==> config.mk <==
export PLATFORM = sky130hd
export DESIGN_NAME = hsv_to_rgb_pixel
export DESIGN_NICKNAME = d
export VERILOG_FILES = /design/src/hdl/hsv2rgb_pkg.sv /design/src/hdl/hsv2rgb_chan_scale.sv /design/src/hdl/hsv_to_rgb_pixel.sv
export SDC_FILE = /design/constraint.sdc
export NUM_CORES = 2
export LEC_CHECK = 0
export ABC_CLOCK_PERIOD_IN_PS = 12920
export BUFFER_PORTS_ARGS = -buffer_cell sky130_fd_sc_hd__buf_4
export CAP_MARGIN = 20
export CELL_PAD_IN_SITES_DETAIL_PLACEMENT = 1
export CELL_PAD_IN_SITES_GLOBAL_PLACEMENT = 1
export CORE_UTILIZATION = 55
export DETAILED_ROUTE_END_ITERATION = 10
export PLACE_DENSITY_LB_ADDON = 0.1
export SYNTH_ARGS = -nofsm -noshare
export SYNTH_HDL_FRONTEND = slang
export SYNTH_SLANG_ARGS = --single-unit
==> constraint.sdc <==
create_clock -name aclk -period 12.92 [get_ports aclk]
set_input_delay 0.646 -clock aclk [delete_from_list [all_inputs] [get_ports aclk]]
set_output_delay 0.646 -clock aclk [all_outputs]
set_load 0.05 [all_outputs]
==> src/hdl/hsv2rgb_pkg.sv <==
// shared constants and types for the hsv to rgb pixel converter
`timescale 1ns / 1ps

package hsv2rgb_pkg;

    // input reduction
    localparam logic [8:0] HUE_MOD    = 9'd360;
    localparam logic [6:0] PCT_MOD    = 7'd101;
    localparam logic [6:0] PCT_ONE    = 7'd100;
    localparam logic [5:0] SECTOR_DEG = 6'd60;

    // internal widths
    localparam int HUE_W   = 9;
    localparam int PCT_W   = 7;
    localparam int PROD_W  = 14;   // v*s and 100*v, at most 10000
    localparam int LEVEL_W = 20;   // levels in 1/600000 units, at most 600000
    localparam int CHAN_W  = 8;

    // 255/600000 = 17/40000 = 17 / (64 * 625)
    localparam int          LEVEL_MUL_W = 24;   // 17 * 600000 fits in 24 bits
    localparam logic [4:0]  LEVEL_MUL   = 5'd17;
    localparam int          DIV64_SH    = 6;
    localparam int          Y_W         = LEVEL_MUL_W - DIV64_SH;   // 18 bits
    // floor(y/625) = (y * ceil(2^28/625)) >> 28, exact for y < 2^18
    localparam int                 RECIP_W  = 19;
    localparam logic [RECIP_W-1:0] RECIP_K  = 19'd429497;
    localparam int                 RECIP_SH = 28;
    localparam int                 QPROD_W  = 36;

    // hue sector, h/60
    typedef enum logic [2:0] {
        SEC_0 = 3'd0,
        SEC_1 = 3'd1,
        SEC_2 = 3'd2,
        SEC_3 = 3'd3,
        SEC_4 = 3'd4,
        SEC_5 = 3'd5
    } sector_t;

    // load enables for the two scaler stages
    typedef struct packed {
        logic load_y;
        logic load_q;
    } scale_en_t;

endpackage

==> src/hdl/hsv2rgb_chan_scale.sv <==
// two-stage scaler: channel = floor(255 * level / 600000)
`timescale 1ns / 1ps

module hsv2rgb_chan_scale
    import hsv2rgb_pkg::*;
(
    input  logic                 aclk,
    input  scale_en_t            en,
    input  logic [LEVEL_W-1:0]   level,
    output logic [CHAN_W-1:0]    chan
);

    logic [LEVEL_MUL_W-1:0] mul17;
    logic [Y_W-1:0]         y_reg;
    logic [Y_W-1:0]         y_next;
    logic [QPROD_W-1:0]     qprod;
    logic [CHAN_W-1:0]      chan_reg;
    logic [CHAN_W-1:0]      chan_next;

    // 17 * level, then drop the factor of 64
    assign mul17  = LEVEL_MUL_W'(level) * LEVEL_MUL_W'(LEVEL_MUL);
    assign y_next = mul17[LEVEL_MUL_W-1:DIV64_SH];

    // divide by 625 through the reciprocal
    assign qprod     = QPROD_W'(y_reg) * QPROD_W'(RECIP_K);
    assign chan_next = qprod[RECIP_SH+CHAN_W-1:RECIP_SH];

    always_ff @(posedge aclk) begin
        if (en.load_y) begin
            y_reg <= y_next;
        end
        if (en.load_q) begin
            chan_reg <= chan_next;
        end
    end

    assign chan = chan_reg;

endmodule

==> src/hdl/hsv_to_rgb_pixel.sv <==
// top level: hsv to 8-bit rgb pixel converter, five-stage pipeline
`timescale 1ns / 1ps

// Takes one HSV pixel per beat (hue in degrees, wrapped modulo 360;
// saturation and brightness in percent, wrapped modulo 101 so 101 reads as 0)
// and returns one RGB pixel per beat, each channel floor(255 * level) with the
// level computed exactly in integers, no rounding before the final floor.
// Five register stages: input wrap, chroma multiply and sector decode, level
// forming, scale by 17/64, divide by 625 via reciprocal multiply. A beat
// accepted passes the stages in order to m_tdata, leaving with m_tready high;
// one pixel is taken every cycle unless a stall on m_tready fills the stages.
// Each stage has its own valid bit and advances when the stage after it is
// empty or moving, so a stall on m_tready holds everything in place and
// bubbles are squeezed out.

module hsv_to_rgb_pixel
    import hsv2rgb_pkg::*;
(
    input  logic        aclk,
    input  logic        aresetn,
    // input pixel
    input  logic        s_tvalid,
    output logic        s_tready,
    input  logic [23:0] s_tdata,    // hue[8:0], saturation[15:9], brightness[22:16], zero[23]
    // output pixel
    output logic        m_tvalid,
    input  logic        m_tready,
    output logic [23:0] m_tdata     // red[7:0], green[15:8], blue[23:16]
);

    localparam int NSTAGE = 5;

    // unpacked input fields
    logic [HUE_W-1:0] hue;
    logic [PCT_W-1:0] saturation;
    logic [PCT_W-1:0] brightness;

    assign hue        = s_tdata[8:0];
    assign saturation = s_tdata[15:9];
    assign brightness = s_tdata[22:16];

    // stage valid bits and ready chain
    logic [NSTAGE-1:0] vld_reg;
    logic [NSTAGE-1:0] vld_next;
    logic [NSTAGE-1:0] adv;

    always_comb begin
        adv[NSTAGE-1] = !vld_reg[NSTAGE-1] || m_tready;
        for (int i = NSTAGE - 2; i >= 0; i--) begin
            adv[i] = !vld_reg[i] || adv[i+1];
        end
    end

    always_comb begin
        vld_next = vld_reg;
        if (adv[0]) begin
            vld_next[0] = s_tvalid;
        end
        for (int i = 1; i < NSTAGE; i++) begin
            if (adv[i]) begin
                vld_next[i] = vld_reg[i-1];
            end
        end
    end

    always_ff @(posedge aclk) begin
        if (!aresetn) begin
            vld_reg <= '0;
        end else begin
            vld_reg <= vld_next;
        end
    end

    assign s_tready = adv[0];
    assign m_tvalid = vld_reg[NSTAGE-1];

    // ---------------- stage 1: wrap inputs ----------------
    logic [HUE_W-1:0] h1_reg, h1_next;
    logic [PCT_W-1:0] s1_reg, s1_next;
    logic [PCT_W-1:0] v1_reg, v1_next;

    assign h1_next = (hue >= HUE_MOD) ? hue - HUE_MOD : hue;
    assign s1_next = (saturation >= PCT_MOD) ? saturation - PCT_MOD : saturation;
    assign v1_next = (brightness >= PCT_MOD) ? brightness - PCT_MOD : brightness;

    always_ff @(posedge aclk) begin
        if (adv[0]) begin
            h1_reg <= h1_next;
            s1_reg <= s1_next;
            v1_reg <= v1_next;
        end
    end

    // ---------------- stage 2: chroma, 100*v, sector, ramp ----------------
    logic [PROD_W-1:0] c2_reg, c2_next;
    logic [PROD_W-1:0] v100_2_reg, v100_2_next;
    sector_t           sec2_reg, sec2_next;
    logic [5:0]        t2_reg, t2_next;
    logic [5:0]        ofs;     // position inside the sector, 0..59

    assign c2_next     = PROD_W'(v1_reg) * PROD_W'(s1_reg);
    assign v100_2_next = PROD_W'(v1_reg) * PROD_W'(PCT_ONE);

    always_comb begin
        priority if (h1_reg >= HUE_W'(300)) begin
            sec2_next = SEC_5;
            ofs       = 6'(h1_reg - HUE_W'(300));
        end else if (h1_reg >= HUE_W'(240)) begin
            sec2_next = SEC_4;
            ofs       = 6'(h1_reg - HUE_W'(240));
        end else if (h1_reg >= HUE_W'(180)) begin
            sec2_next = SEC_3;
            ofs       = 6'(h1_reg - HUE_W'(180));
        end else if (h1_reg >= HUE_W'(120)) begin
            sec2_next = SEC_2;
            ofs       = 6'(h1_reg - HUE_W'(120));
        end else if (h1_reg >= HUE_W'(60)) begin
            sec2_next = SEC_1;
            ofs       = 6'(h1_reg - HUE_W'(60));
        end else begin
            sec2_next = SEC_0;
            ofs       = 6'(h1_reg);
        end
    end

    // rising ramp in even sectors, falling in odd ones
    assign t2_next = sec2_next[0] ? SECTOR_DEG - ofs : ofs;

    always_ff @(posedge aclk) begin
        if (adv[1]) begin
            c2_reg     <= c2_next;
            v100_2_reg <= v100_2_next;
            sec2_reg   <= sec2_next;
            t2_reg     <= t2_next;
        end
    end

    // ---------------- stage 3: levels in 1/600000 units ----------------
    logic [PROD_W-1:0]  m3;
    logic [LEVEL_W-1:0] lm3;
    logic [LEVEL_W-1:0] lc3_reg, lc3_next;
    logic [LEVEL_W-1:0] lx3_reg, lx3_next;
    logic [LEVEL_W-1:0] lm3_reg;
    sector_t            sec3_reg;

    assign m3       = v100_2_reg - c2_reg;
    assign lm3      = LEVEL_W'(m3) * LEVEL_W'(SECTOR_DEG);
    assign lc3_next = LEVEL_W'(v100_2_reg) * LEVEL_W'(SECTOR_DEG);   // 60*(c+m)
    assign lx3_next = LEVEL_W'(c2_reg) * LEVEL_W'(t2_reg) + lm3;

    always_ff @(posedge aclk) begin
        if (adv[2]) begin
            lc3_reg  <= lc3_next;
            lx3_reg  <= lx3_next;
            lm3_reg  <= lm3;
            sec3_reg <= sec2_reg;
        end
    end

    // ---------------- stages 4-5: channel order and scaling ----------------
    logic [LEVEL_W-1:0] lvl_r, lvl_g, lvl_b;

    always_comb begin
        unique case (sec3_reg)
            SEC_0: begin
                lvl_r = lc3_reg; lvl_g = lx3_reg; lvl_b = lm3_reg;
            end
            SEC_1: begin
                lvl_r = lx3_reg; lvl_g = lc3_reg; lvl_b = lm3_reg;
            end
            SEC_2: begin
                lvl_r = lm3_reg; lvl_g = lc3_reg; lvl_b = lx3_reg;
            end
            SEC_3: begin
                lvl_r = lm3_reg; lvl_g = lx3_reg; lvl_b = lc3_reg;
            end
            SEC_4: begin
                lvl_r = lx3_reg; lvl_g = lm3_reg; lvl_b = lc3_reg;
            end
            default: begin
                lvl_r = lc3_reg; lvl_g = lm3_reg; lvl_b = lx3_reg;
            end
        endcase
    end

    scale_en_t          sc_en;
    logic [CHAN_W-1:0]  red, green, blue;

    assign sc_en.load_y = adv[3];
    assign sc_en.load_q = adv[4];

    hsv2rgb_chan_scale u_scale_r (
        .aclk  (aclk),
        .en    (sc_en),
        .level (lvl_r),
        .chan  (red)
    );

    hsv2rgb_chan_scale u_scale_g (
        .aclk  (aclk),
        .en    (sc_en),
        .level (lvl_g),
        .chan  (green)
    );

    hsv2rgb_chan_scale u_scale_b (
        .aclk  (aclk),
        .en    (sc_en),
        .level (lvl_b),
        .chan  (blue)
    );

    assign m_tdata = {blue, green, red};

endmodule
==> flow_summary.yaml <==
route:
  drtAntennaViolNets: 0
  remaining_drc_errors: 0
  avgRoutedWirePerCell_microns: 20.59
  drt_iter0_markers: 1082
  vias: 25000
  drt-total-wl_microns: 91160
  detail_route.vias_per_cell: 5.647
  first_pass_iters: 4
global_routing:
  grt_pass1_vias: 28800
  grt_max_degree: 59
  track_usage_pct: 29.01
  grt_pass1_wl_microns: 150600
  grt_antenna_before_repair: 0
  use_met1_pct: 37.71
  grt_overflow: 0
  busiest_layer: "met2"
  grtUsageMet3_pct: 2.975
  grt_use_met2_pct: 51.72
timing:
  relSlewSlack_pct: 30.91
  hold_violations: 0
  final.period_utilization_pct: 55.77
  finalMaxSlewViolations: 0
  max_freq_mhz: 138.8
  max_slew.worst_pin.slew_ns: 1.029
  period_minus_slack_ns: 7.206
  rsz0062_at_grt: "no"
  fin_setup_tns_ns: 0
  finClkSkew_ns: 0.02056
  setup_viol_count_final: 0
critical_path:
  endpoint: "lx3_reg[19]"
  cp-startpoint: "c2_reg[2]"
  critical_path_depth: 25
  r2r.worst_path.cells: 25
  path_class: "flip-flop to flip-flop"
  worstPathRequired_ns: 13.14
  slowest_stage: "edfxtp_1"
  cp_max_fo: 7
  cp.arrival_ns: 7.43
  max_stage_delay_ns: 0.54
  regToRegSetupSlack_ns: 5.71
  cp-start-kind: "flip-flop"
  crit_family: "compound AO/OA/AOI/OAI gates"
  worstReg2RegStart: "c2_reg[2]"
  end_kind: "flip-flop"
  crit_buf_inv: 2
  r2r_end: "lx3_reg[19]"
cts:
  h-tree-depth: 4
  hold_buffers: 0
  cts_made_buffers: 17
  path_clk_slew_ns: 0.09
  cts_buffer_depth: 2
  cts_tree: "built"
  cts-root-buf: "clkbuf_16"
  post_cts_buffers: 0
  clock_latency_ns: 0.50
  cts_resized: 0
  cts_sinks: 198
synthesis:
  ys_seq_area_share_pct: 16.53
  synth_top_area_cell: "fa_1"
  yosysUniqueCellTypes: 85
  synth_cells: 3520
  synth-seq-cells: 198
  synth_edf_count: 193
  ys_warn_count: 0
  yosys-top-cells-area: "fa_1 (29%), ha_1 (24%), edfxtp_1 (16%), inv_1 (8.5%), xnor2_1 (3.1%)"
  synthArstFlopShare_pct: 0
  synth_ff_type: "edfxtp_1"
  synthDominantCellAreaShare_pct: 28.74
  syn_nets: 4739
  synth_area_per_cell_sq_um: 10.13
  syn-cell-area_sq_um: 35670
finish:
  regArea_sq_um: 5896
  drive_above_1_share_pct: 3.463
  area_growth_pct: 5.619
  finalNetCount: 4787
  largest_reg_flops: 20
  fill_cells: 7057
  multiInputGateArea_sq_um: 26640
floorplan:
  boundaryPins: 54
  die_area_sq_um: 65870
  start_util_pct: 56.14
  die_w_microns: 256.7
  die_h_microns: 256.7
  coreArea_sq_um: 63540
  std_cell_rows: 92
placed_design:
  io_buffer_count: 52
  gp_congestion: 0.9187
  dp_hpwl_microns: 80310
hold_path:
  hp-class: "primary input to flip-flop"
run_status:
  outcome: "completed"
run:
  drv_cap: 0
## cells by family (layout without fill, tap and decap cells)
logic type / count (synthesis) / in the layout / synth area share (%)
AOI/OAI and AO/OA: 497 / 497 / 9.064
xor gates and xnor gates: 169 / 169 / 4.230
adders and majority gates: 1193 / 1193 / 52.61
buffers and inverters: 834 / 895 / 8.808
DFF: 198 / 198 / 16.53
muxes: 23 / 23 / 0.6559
other: 0 / 1 / 0
and+or+nand+nor: 606 / 606 / 8.103
## cell usage after synthesis (all sizes together), types with 5 or more instances
cell       n
a211oi    18
a21boi     9
a21o      44
a21oi    130
a22o       6
a22oi     18
a311oi     9
a31oi     24
and2      58
and3      21
buf        9
clkbuf    22
dfxtp      5
edfxtp   193
fa       512
ha       679
inv      803
mux2i     20
nand2    205
nand2b    14
nand3     46
nand4     14
nor2     133
nor2b     20
nor3      46
nor3b      5
nor4       5
o2111ai    7
o211ai    12
o21a      17
o21ai     98
o21bai    23
o22a       7
o22ai     28
o31ai     16
or2        8
or3       14
xnor2    128
xor2      40
## layer usage
layer,routed length (microns),part of all wire [%],vias up
li1,-,-,11670
met1,40590,45,12940
met2,46610,51,311
met3,2121,2.3,89
met4,1847,2.0,0
met5,0,0,-
## cell type report
cell class | count | area share, %
multi-input cells | 2488 | 70.72
flip-flops and latches | 198 | 15.65
inverters | 803 | 8.001
well taps | 846 | 2.810
repair buffers | 60 | 1.196
clock buffers | 18 | 1.139
clock inverters | 14 | 0.4816
diodes | 1 | 0.006642
## cell usage in the layout (no fill, tap or decap), types with 8 or more instances in the layout
cell type / instances
inv_1: 802
ha_1: 679
fa_1: 512
nand2_1: 204
edfxtp_1: 193
nor2_1: 133
a21oi_1: 128
xnor2_1: 127
o21ai_0: 91
buf_4: 60
and2_1: 57
nand3_1: 46
nor3_1: 45
a21o_1: 44
xor2_1: 38
o22ai_1: 28
a31oi_1: 23
o21bai_1: 23
and3_1: 21
nor2b_1: 20
mux2i_1: 20
a211oi_1: 18
a22oi_1: 18
o21a_1: 17
clkbuf_16: 17
o31ai_1: 14
nand4_1: 14
or3_1: 13
nand2b_1: 13
o211ai_1: 12
or2_2: 8
## how the worst min path moves through the flow
stage | start | to | depth (start not counted)
final | s_tdata[0] | h1_reg[0] | 1
after global routing | s_tdata[0] | h1_reg[0] | 1
after CTS | s_tdata[0] | h1_reg[0] | 1
after detailed placement | sec2_reg[0] | sec3_reg[0] | 0
after global placement | sec2_reg[0] | sec3_reg[0] | 0
after floorplan | sec2_reg[0] | sec3_reg[0] | 0
## stage by stage
step	cells	hold slack [ns]	worst slack, ns	instance area (sq um)	utilization (%)
finish	4428	0.3443	5.714	37670	59.29
global route	4427	0.3196	5.247	37670	59.29
CTS	4427	0.3099	5.656	37670	59.29
detailed placement	4395	0.4114	5.777	37060	58.33
global placement	4395	0.4045	6.129	37060	58.33
floorplan	3520	0.4003	7.030	35670	-
Power is not shown: default switching activity piles up to over one toggle a cycle in this logic, so the estimate is an artifact.
